## src/rtl/spa_pkg.sv

```systemverilog
// shared constants, codes and control types of the sparse polynomial adder
`timescale 1ns / 1ps

package spa_pkg;

  localparam int unsigned MaxTerms = 16;
  localparam int unsigned IdxW     = $clog2(MaxTerms);
  localparam int unsigned CntW     = $clog2(MaxTerms + 1);

  localparam int unsigned CmdW   = 2;
  localparam int unsigned PowW   = 8;
  localparam int unsigned CoefW  = 16;
  localparam int unsigned SumW   = CoefW + 1;
  localparam int unsigned TermW  = PowW + CoefW;
  localparam int unsigned StatW  = 3;

  // command codes
  localparam logic [CmdW-1:0] CmdLoadFirst  = 2'd0;
  localparam logic [CmdW-1:0] CmdLoadSecond = 2'd1;
  localparam logic [CmdW-1:0] CmdAdd        = 2'd2;
  localparam logic [CmdW-1:0] CmdUnused     = 2'd3;

  // status codes
  localparam logic [StatW-1:0] StSum         = 3'd0;
  localparam logic [StatW-1:0] StAccepted    = 3'd1;
  localparam logic [StatW-1:0] StOrder       = 3'd2;
  localparam logic [StatW-1:0] StFull        = 3'd3;
  localparam logic [StatW-1:0] StFirstEmpty  = 3'd4;
  localparam logic [StatW-1:0] StSecondEmpty = 3'd5;

  typedef enum logic [2:0] {
    OpNone,
    OpLoadFirst,
    OpLoadSecond,
    OpErrFirst,
    OpErrSecond,
    OpMergeStart,
    OpMergeStep
  } dp_op_e;

  typedef struct packed {
    dp_op_e op;
  } dp_cmd_t;

  typedef struct packed {
    logic first_empty;
    logic second_empty;
    logic merge_last;
  } dp_stat_t;

endpackage

```

## src/rtl/sparse_polynomial_adder.sv

```systemverilog
// top level of the sparse polynomial adder: controller plus datapath
`timescale 1ns / 1ps

// channel   | ports                                         | handshake
// ----------+-----------------------------------------------+------------------------------
// command   | command_i, term_power_i, term_coefficient_i   | beat taken when start & !busy
// result    | out_power_o, out_coefficient_o, status_o,     | beat shown for one cycle
//           | last_result_o                                 | while strobe_o is high
//
// a load beat gives one status beat on the cycle after it is taken; loads can be
// taken every cycle since busy stays low for them
// an add beat reads both term rams one entry per cycle and emits one merged
// term per cycle, up to na + nb merged terms in all
// busy is high from the cycle after an add with both lists nonempty is taken until its last term is computed
// an error status for an empty list is a single beat, like a load
// reset clears both list counts; the term rams are not cleared
// the receiver cannot stall: every result beat is presented exactly once

module sparse_polynomial_adder (
  input  logic                             clk_i,
  input  logic                             rst_ni,
  input  logic                             start,
  output logic                             busy,
  input  logic [spa_pkg::CmdW-1:0]         command_i,
  input  logic [spa_pkg::PowW-1:0]         term_power_i,
  input  logic signed [spa_pkg::CoefW-1:0] term_coefficient_i,
  output logic                             strobe_o,
  output logic [spa_pkg::PowW-1:0]         out_power_o,
  output logic signed [spa_pkg::SumW-1:0]  out_coefficient_o,
  output logic [spa_pkg::StatW-1:0]        status_o,
  output logic                             last_result_o
);

  // controller drives one datapath operation per cycle
  spa_pkg::dp_cmd_t  dp_cmd;
  // datapath reports empty lists and the final merge step
  spa_pkg::dp_stat_t dp_stat;

  spa_ctrl u_ctrl (
    .clk_i     (clk_i),
    .rst_ni    (rst_ni),
    .start     (start),
    .command_i (command_i),
    .stat_i    (dp_stat),
    .cmd_o     (dp_cmd),
    .busy      (busy)
  );

  // holds both term lists in rams, the merge indices and the result registers
  spa_datapath u_datapath (
    .clk_i              (clk_i),
    .rst_ni             (rst_ni),
    .cmd_i              (dp_cmd),
    .term_power_i       (term_power_i),
    .term_coefficient_i (term_coefficient_i),
    .stat_o             (dp_stat),
    .out_power_o        (out_power_o),
    .out_coefficient_o  (out_coefficient_o),
    .status_o           (status_o),
    .last_result_o      (last_result_o),
    .strobe_o           (strobe_o)
  );

endmodule

```

## src/rtl/spa_ram.sv

```systemverilog
// generic single-write, single-read ram with registered read data
`timescale 1ns / 1ps

module spa_ram #(
  parameter int unsigned Width = 8,
  parameter int unsigned Depth = 16
) (
  input  logic                     clk_i,
  input  logic                     we_i,
  input  logic [$clog2(Depth)-1:0] waddr_i,
  input  logic [Width-1:0]         wdata_i,
  input  logic [$clog2(Depth)-1:0] raddr_i,
  output logic [Width-1:0]         rdata_o
);

  logic [Width-1:0] mem_q [Depth];
  logic [Width-1:0] rdata_q;

  always_ff @(posedge clk_i) begin
    if (we_i) begin
      mem_q[waddr_i] <= wdata_i;
    end
    rdata_q <= mem_q[raddr_i];
  end

  assign rdata_o = rdata_q;

endmodule

```

## src/rtl/spa_datapath.sv

```systemverilog
// term stores, list counters, merge indices and result registers
`timescale 1ns / 1ps

module spa_datapath (
  input  logic                           clk_i,
  input  logic                           rst_ni,
  input  spa_pkg::dp_cmd_t               cmd_i,
  input  logic [spa_pkg::PowW-1:0]       term_power_i,
  input  logic signed [spa_pkg::CoefW-1:0] term_coefficient_i,
  output spa_pkg::dp_stat_t              stat_o,
  output logic [spa_pkg::PowW-1:0]       out_power_o,
  output logic signed [spa_pkg::SumW-1:0] out_coefficient_o,
  output logic [spa_pkg::StatW-1:0]      status_o,
  output logic                           last_result_o,
  output logic                           strobe_o
);

  logic [spa_pkg::CntW-1:0] cnt_a_q, cnt_a_d, cnt_b_q, cnt_b_d;
  logic [spa_pkg::PowW-1:0] lastp_a_q, lastp_a_d, lastp_b_q, lastp_b_d;
  logic [spa_pkg::CntW-1:0] idx_a_q, idx_a_d, idx_b_q, idx_b_d;

  logic [spa_pkg::PowW-1:0]         pow_q, pow_d;
  logic signed [spa_pkg::SumW-1:0]  coef_q, coef_d;
  logic [spa_pkg::StatW-1:0]        stat_q, stat_d;
  logic                             last_q, last_d;
  logic                             valid_q, valid_d;

  logic                     load_b, we_a, we_b, full, order_bad;
  logic [spa_pkg::CntW-1:0] ld_cnt;
  logic [spa_pkg::PowW-1:0] ld_lastp;
  logic [spa_pkg::StatW-1:0] ld_stat;
  logic [spa_pkg::TermW-1:0] wdata, rd_a, rd_b;

  logic [spa_pkg::PowW-1:0]         a_pow, b_pow;
  logic signed [spa_pkg::CoefW-1:0] a_coef, b_coef;
  logic                             a_ok, b_ok, eq, take_a, adv_a, adv_b;
  logic [spa_pkg::CntW-1:0]         nxt_a, nxt_b;

  assign wdata = {term_power_i, term_coefficient_i};

  spa_ram #(.Width(spa_pkg::TermW), .Depth(spa_pkg::MaxTerms)) u_ram_a (
    .clk_i   (clk_i),
    .we_i    (we_a),
    .waddr_i (cnt_a_q[spa_pkg::IdxW-1:0]),
    .wdata_i (wdata),
    .raddr_i (idx_a_d[spa_pkg::IdxW-1:0]),
    .rdata_o (rd_a)
  );

  spa_ram #(.Width(spa_pkg::TermW), .Depth(spa_pkg::MaxTerms)) u_ram_b (
    .clk_i   (clk_i),
    .we_i    (we_b),
    .waddr_i (cnt_b_q[spa_pkg::IdxW-1:0]),
    .wdata_i (wdata),
    .raddr_i (idx_b_d[spa_pkg::IdxW-1:0]),
    .rdata_o (rd_b)
  );

  // load checks: full first, then strictly falling power
  assign load_b    = (cmd_i.op == spa_pkg::OpLoadSecond);
  assign ld_cnt    = load_b ? cnt_b_q : cnt_a_q;
  assign ld_lastp  = load_b ? lastp_b_q : lastp_a_q;
  assign full      = (ld_cnt == spa_pkg::CntW'(spa_pkg::MaxTerms));
  assign order_bad = (ld_cnt != '0) && (term_power_i >= ld_lastp);
  assign ld_stat   = full ? spa_pkg::StFull :
                     (order_bad ? spa_pkg::StOrder : spa_pkg::StAccepted);
  assign we_a = (cmd_i.op == spa_pkg::OpLoadFirst) && !full && !order_bad;
  assign we_b = load_b && !full && !order_bad;

  // merge heads come from the registered ram reads at the current indices
  assign a_pow  = rd_a[spa_pkg::TermW-1 -: spa_pkg::PowW];
  assign a_coef = rd_a[spa_pkg::CoefW-1:0];
  assign b_pow  = rd_b[spa_pkg::TermW-1 -: spa_pkg::PowW];
  assign b_coef = rd_b[spa_pkg::CoefW-1:0];
  assign a_ok   = (idx_a_q < cnt_a_q);
  assign b_ok   = (idx_b_q < cnt_b_q);
  assign eq     = a_ok && b_ok && (a_pow == b_pow);
  assign take_a = !b_ok || (a_ok && (a_pow > b_pow));
  assign adv_a  = eq || take_a;
  assign adv_b  = eq || !take_a;
  assign nxt_a  = adv_a ? idx_a_q + spa_pkg::CntW'(1) : idx_a_q;
  assign nxt_b  = adv_b ? idx_b_q + spa_pkg::CntW'(1) : idx_b_q;

  assign stat_o.first_empty  = (cnt_a_q == '0);
  assign stat_o.second_empty = (cnt_b_q == '0);
  assign stat_o.merge_last   = (nxt_a == cnt_a_q) && (nxt_b == cnt_b_q);

  always_comb begin
    cnt_a_d   = cnt_a_q;
    cnt_b_d   = cnt_b_q;
    lastp_a_d = lastp_a_q;
    lastp_b_d = lastp_b_q;
    idx_a_d   = idx_a_q;
    idx_b_d   = idx_b_q;
    pow_d     = '0;
    coef_d    = '0;
    stat_d    = spa_pkg::StSum;
    last_d    = 1'b1;
    valid_d   = 1'b0;
    if (we_a) begin
      cnt_a_d   = cnt_a_q + spa_pkg::CntW'(1);
      lastp_a_d = term_power_i;
    end
    if (we_b) begin
      cnt_b_d   = cnt_b_q + spa_pkg::CntW'(1);
      lastp_b_d = term_power_i;
    end
    case (cmd_i.op)
      spa_pkg::OpLoadFirst, spa_pkg::OpLoadSecond: begin
        stat_d  = ld_stat;
        valid_d = 1'b1;
      end
      spa_pkg::OpErrFirst: begin
        stat_d  = spa_pkg::StFirstEmpty;
        valid_d = 1'b1;
      end
      spa_pkg::OpErrSecond: begin
        stat_d  = spa_pkg::StSecondEmpty;
        valid_d = 1'b1;
      end
      spa_pkg::OpMergeStart: begin
        idx_a_d = '0;
        idx_b_d = '0;
      end
      spa_pkg::OpMergeStep: begin
        idx_a_d = nxt_a;
        idx_b_d = nxt_b;
        valid_d = 1'b1;
        last_d  = stat_o.merge_last;
        if (eq) begin
          pow_d  = a_pow;
          coef_d = spa_pkg::SumW'(a_coef) + spa_pkg::SumW'(b_coef);
        end else if (take_a) begin
          pow_d  = a_pow;
          coef_d = spa_pkg::SumW'(a_coef);
        end else begin
          pow_d  = b_pow;
          coef_d = spa_pkg::SumW'(b_coef);
        end
      end
      default: ;
    endcase
  end

  always_ff @(posedge clk_i or negedge rst_ni) begin
    if (!rst_ni) begin
      cnt_a_q   <= '0;
      cnt_b_q   <= '0;
      lastp_a_q <= '0;
      lastp_b_q <= '0;
      idx_a_q   <= '0;
      idx_b_q   <= '0;
      valid_q   <= 1'b0;
    end else begin
      cnt_a_q   <= cnt_a_d;
      cnt_b_q   <= cnt_b_d;
      lastp_a_q <= lastp_a_d;
      lastp_b_q <= lastp_b_d;
      idx_a_q   <= idx_a_d;
      idx_b_q   <= idx_b_d;
      valid_q   <= valid_d;
    end
  end

  always_ff @(posedge clk_i) begin
    pow_q  <= pow_d;
    coef_q <= coef_d;
    stat_q <= stat_d;
    last_q <= last_d;
  end

  assign out_power_o       = pow_q;
  assign out_coefficient_o = coef_q;
  assign status_o          = stat_q;
  assign last_result_o     = last_q;
  assign strobe_o          = valid_q;

endmodule

```

## src/rtl/spa_ctrl.sv

```systemverilog
// command decode and merge sequencing state machine
`timescale 1ns / 1ps

module spa_ctrl (
  input  logic                      clk_i,
  input  logic                      rst_ni,
  input  logic                      start,
  input  logic [spa_pkg::CmdW-1:0]  command_i,
  input  spa_pkg::dp_stat_t         stat_i,
  output spa_pkg::dp_cmd_t          cmd_o,
  output logic                      busy
);

  typedef enum logic {
    StIdle,
    StMerge
  } ctrl_state_e;

  ctrl_state_e state_q, state_d;
  logic        busy_q, busy_d;
  logic        accept;

  assign accept = start && !busy_q;

  always_comb begin
    state_d    = state_q;
    busy_d     = busy_q;
    cmd_o.op   = spa_pkg::OpNone;
    case (state_q)
      StIdle: begin
        if (accept) begin
          case (command_i)
            spa_pkg::CmdLoadFirst:  cmd_o.op = spa_pkg::OpLoadFirst;
            spa_pkg::CmdLoadSecond: cmd_o.op = spa_pkg::OpLoadSecond;
            spa_pkg::CmdAdd: begin
              if (stat_i.first_empty) begin
                cmd_o.op = spa_pkg::OpErrFirst;
              end else if (stat_i.second_empty) begin
                cmd_o.op = spa_pkg::OpErrSecond;
              end else begin
                cmd_o.op = spa_pkg::OpMergeStart;
                state_d  = StMerge;
                busy_d   = 1'b1;
              end
            end
            default: cmd_o.op = spa_pkg::OpNone;
          endcase
        end
      end
      StMerge: begin
        cmd_o.op = spa_pkg::OpMergeStep;
        if (stat_i.merge_last) begin
          state_d = StIdle;
          busy_d  = 1'b0;
        end
      end
      default: begin
        state_d = StIdle;
        busy_d  = 1'b0;
      end
    endcase
  end

  always_ff @(posedge clk_i or negedge rst_ni) begin
    if (!rst_ni) begin
      state_q <= StIdle;
      busy_q  <= 1'b0;
    end else begin
      state_q <= state_d;
      busy_q  <= busy_d;
    end
  end

  assign busy = busy_q;

endmodule

```

## config.mk

```make
export PLATFORM = sky130hd
export DESIGN_NAME = sparse_polynomial_adder
export DESIGN_NICKNAME = d
export VERILOG_FILES = /design/src/rtl/spa_pkg.sv /design/src/rtl/sparse_polynomial_adder.sv /design/src/rtl/spa_ram.sv /design/src/rtl/spa_datapath.sv /design/src/rtl/spa_ctrl.sv
export SDC_FILE = /design/constraint.sdc
export NUM_CORES = 1
export LEC_CHECK = 0
export BUFFER_PORTS_ARGS = -buffer_cell sky130_fd_sc_hd__buf_4
export CORE_ASPECT_RATIO = 1.1
export CORE_MARGIN = 2
export CORE_UTILIZATION = 57
export CTS_BUF_LIST = sky130_fd_sc_hd__clkbuf_8 sky130_fd_sc_hd__clkbuf_16
export CTS_CLUSTER_SIZE = 30
export DETAILED_ROUTE_END_ITERATION = 10
export PLACE_DENSITY = 0.78
export SYNTH_ARGS = -nofsm -noshare
export SYNTH_HDL_FRONTEND = slang
export SYNTH_SLANG_ARGS = --single-unit
```

## constraint.sdc

```tcl
create_clock -name clk_i -period 6.2 [get_ports clk_i]
set_input_delay 0.62 -clock clk_i [delete_from_list [all_inputs] [get_ports clk_i]]
set_output_delay 0.62 -clock clk_i [all_outputs]
set_load 0.05 [all_outputs]
```

==> out/results.ini <==
[timing]
maxSlewViolCount=0
fmaxAchievable_mhz=200
fin_crit_ns=5.00
finClkSkew_ns=0.0267
rsz0062_at_grt=false
worst_pin_slew_ns=1.20
hold_viol=0
finalCritPeriodShare_pct=80.7
setup_viol=0
maxSlewHeadroom_pct=20.1
setup_tns_ns=0

[global_route]
grt_max_degree=103
grt_pass1_vias=21100
grt_pass1_wl_um=136000
grt_antenna_before_repair=5
grt_overflow=0
groute.usage.overall_pct=28.9

[setup_path]
crit_path_frequent_cell=buf_4
crit_family=simple AND/OR/NAND/NOR gates
criticalPathCategory=register to register
rr_worst_depth=18
cp_slowest_stage_delay_ns=0.48
worstPathArrival_ns=5.30
crit_slowest_cell=and3b_1
timing.rr.start=u_ctrl.busy
startpoint_type=register
critical_path.cell_chain=nand2b_1, nor3_1, nand2_1, buf_4, mux2_2, ha_1, nand2b_1, a21o_1, a21oi_1, o211a_1, a21oi_1, nor2b_1, a221oi_1, and3b_1, buf_4, nand2_1, nor3_2, buf_4
cp_num_buf_inv=3
endpoint_kind=register
r2r_slack_ns=1.20
crit_required_ns=6.50
r2r_end=u_datapath.u_ram_a.mem_q[8][0]
crit_fanout=24

[die]
core-area_mm2=0.0626
dieHeight_um=268
fp.dieW_um=244
ios=60
start_util_pct=57.7
die_area_mm2=0.0654
core.rowCount=96

[clock_network]
clk_pin_slew_worst_paths_ns=0.06
ctsRootBufferMaster=clkbuf_16
clkSinkCount=884
h-tree-depth=3
cts_tree=yes
cts_buffer_depth=3
clock_insertion_delay_worst_skew_ns=0.66
cts_setup_buffers=0
cts_buffers=80

[power_and_ir_drop]
power_density_mw_per_mm2=483
ir_drop_v=0.000356
total_power_uw=19500
power.leakage_uw=0.0144

[worst_hold_path]
hold_class=primary input to register
min_from=command_i[1]
hold_end=u_datapath.strobe_o
hold_depth=4

[place]
dp_hpwl_um=57800
io_buffers=59
placed_area_mm2=0.0377
gp_congestion=0.934

[synth]
syn_avg_cell_area_um2=14.8
synthCells=2433
ys_warn_count=0
synth_cell_type_count=77
synth_top_area_share_pct=63.8
async_flop_share_pct=4.41
synth_seq_cells=884
yosysTopAreaCell=edfxtp_1
synth.net_count=2513
synth-edff-count=768
seq_area_frac_synth_pct=70.8
syn-cell-area_mm2=0.0361
yosys-top-cells-area=edfxtp_1 64%, mux2i_1 5.3%, dfxtp_1 4.3%, dfrtp_1 2.7%, nand2_1 2.5%
synth_flop_cell=edfxtp_1

[final_layout]
fin_area_mm2=0.0403
drive_above_1_share_pct=15.9
multi_input_area_mm2=0.00970
nets=2591
area_growth_syn_to_layout_pct=11.6
nFillCells=4304
seqCellArea_mm2=0.0256

[drt]
wirelength_um=94800
route.detailed.wl_per_inst_um=27.8
drtPass1Iterations=6
vias=21800
drt-initial-drc-count=3174
via_per_inst=6.40
detail-route-antenna-nets=0
drc=0

[run_status]
status=finished, final reports clean

[job]
drv_cap=0

==> power breakdown <==
part / internal (uW) / total, uW / switching [uW]
Sequential: 6760 / 7020 / 251
Combinational: 2640 / 7500 / 4860
Clock: 2820 / 4980 / 2160
Total: 12200 / 19500 / 7270
==> cell type report <==
| type | count | share of cell area (%) |
|---|---|---|
| Antenna cell | 1 | 0.00620 |
| Timing Repair Buffer | 138 | 2.82 |
| Tap cell | 833 | 2.58 |
| Inverter | 55 | 0.518 |
| Multi-Input combinational cell | 1352 | 24.1 |
| Sequential cell | 884 | 63.4 |
| Clock buffer | 86 | 5.25 |
| Clock inverter | 62 | 1.34 |
==> Yosys cell counts, types with 10 or more instances <==
library cell,count
nand3_1,19
a21o_1,10
buf_6,18
dfxtp_1,77
a32oi_1,49
o21ai_1,53
dfrtp_1,39
xnor2_1,24
o221ai_2,20
mux2_1,23
nand2_1,240
o22ai_1,26
and3_1,80
o221ai_1,29
a211oi_1,86
nor3_1,48
ha_1,50
edfxtp_1,768
nor2_1,146
clkbuf_1,51
a21oi_1,28
o21ai_0,35
a31oi_1,32
buf_4,19
buf_2,47
inv_1,51
mux2_2,68
mux2i_1,191
==> metal layers <==
layer  part of all wire, %  vias up  GRT usage [%]
met1                    38    10900           38.9
li1                      -     9461              -
met2                    47     1232           45.2
met4                   4.6        2           13.5
met3                    11      210           6.65
met5                 0.012        -              0
==> sequential cells by signal, summed over array words and instances, names as in the netlist, 8 cells and up <==
register,cells
u_datapath.out_coefficient_o,17
u_datapath.out_power_o,8
u_datapath.u_ram_b.rdata_o,24
u_datapath.lastp_a_q,8
u_datapath.u_ram_a.rdata_o,24
u_datapath.u_ram_b.mem_q,384
u_datapath.lastp_b_q,8
u_datapath.u_ram_a.mem_q,384
==> layout by cell type (no fill, tap or decap), types with 50 or more instances in the layout <==
cell,count
nand2_1,240
clkbuf_16,83
nor2_1,129
and3_1,80
buf_4,129
mux2i_1,191
edfxtp_1,768
o21ai_1,53
dfxtp_1,77
a211oi_1,86
inv_1,69
ha_1,50
mux2_2,68
==> repair_timing <==
item / CTS / global route
hold buffers: 1 / 0
hold endpoints to repair: 36 / 0
endpoints found under the setup margin: 0 / 0
resized for setup: 0 / 0
==> stage by stage <==
step	setup slack (ns)	hold WS [ns]	instances	utilization, %
after global routing	0.880	0.335	3410	64.4
after detailed placement	1.10	0.496	3261	60.2
after floorplan	0.200	0.324	2433	-
after global placement	1.13	0.486	3261	60.2
final	1.20	0.307	3411	64.4
after CTS	1.27	0.283	3410	64.4
==> how the worst max path moves through the flow <==
stage	endpoint	depth (start not counted)	startpoint
6_report	u_datapath.u_ram_a.mem_q[8][0]	18	u_ctrl.busy
5_1_grt	u_datapath.u_ram_a.mem_q[8][5]	18	u_ctrl.busy
2_1_floorplan	u_datapath.u_ram_a.mem_q[10][0]	17	u_ctrl.busy
3_5_place_dp	u_datapath.u_ram_a.mem_q[10][16]	18	command_i[1]
4_1_cts	u_datapath.u_ram_a.mem_q[10][4]	18	u_ctrl.busy
3_3_place_gp	u_datapath.u_ram_a.mem_q[10][11]	18	command_i[1]
==> worst reg2reg max path, cell delays in order, from the launching register on <==
cell	delay, ns
dfrtp_1	0.40
nand2b_1	0.19
nor3_1	0.42
nand2_1	0.10
buf_4	0.21
mux2_2	0.29
ha_1	0.26
nand2b_1	0.14
a21o_1	0.18
a21oi_1	0.14
o211a_1	0.16
a21oi_1	0.10
nor2b_1	0.15
a221oi_1	0.39
and3b_1	0.48
buf_4	0.29
nand2_1	0.23
nor3_2	0.18
buf_4	0.34
==> cells by family (layout without fill, tap and decap cells) <==
group | Yosys count | in the layout | synth area share (%)
xor+xnor | 33 | 33 | 0.800
flops | 884 | 884 | 70.8
compound gates | 409 | 409 | 8.46
other cells | 0 | 1 | 0
mux | 282 | 282 | 8.13
buf+inv | 197 | 341 | 2.78
fa+ha+maj | 51 | 51 | 1.79
simple gates | 577 | 577 | 7.23
Power figures use the tool's default switching activity.
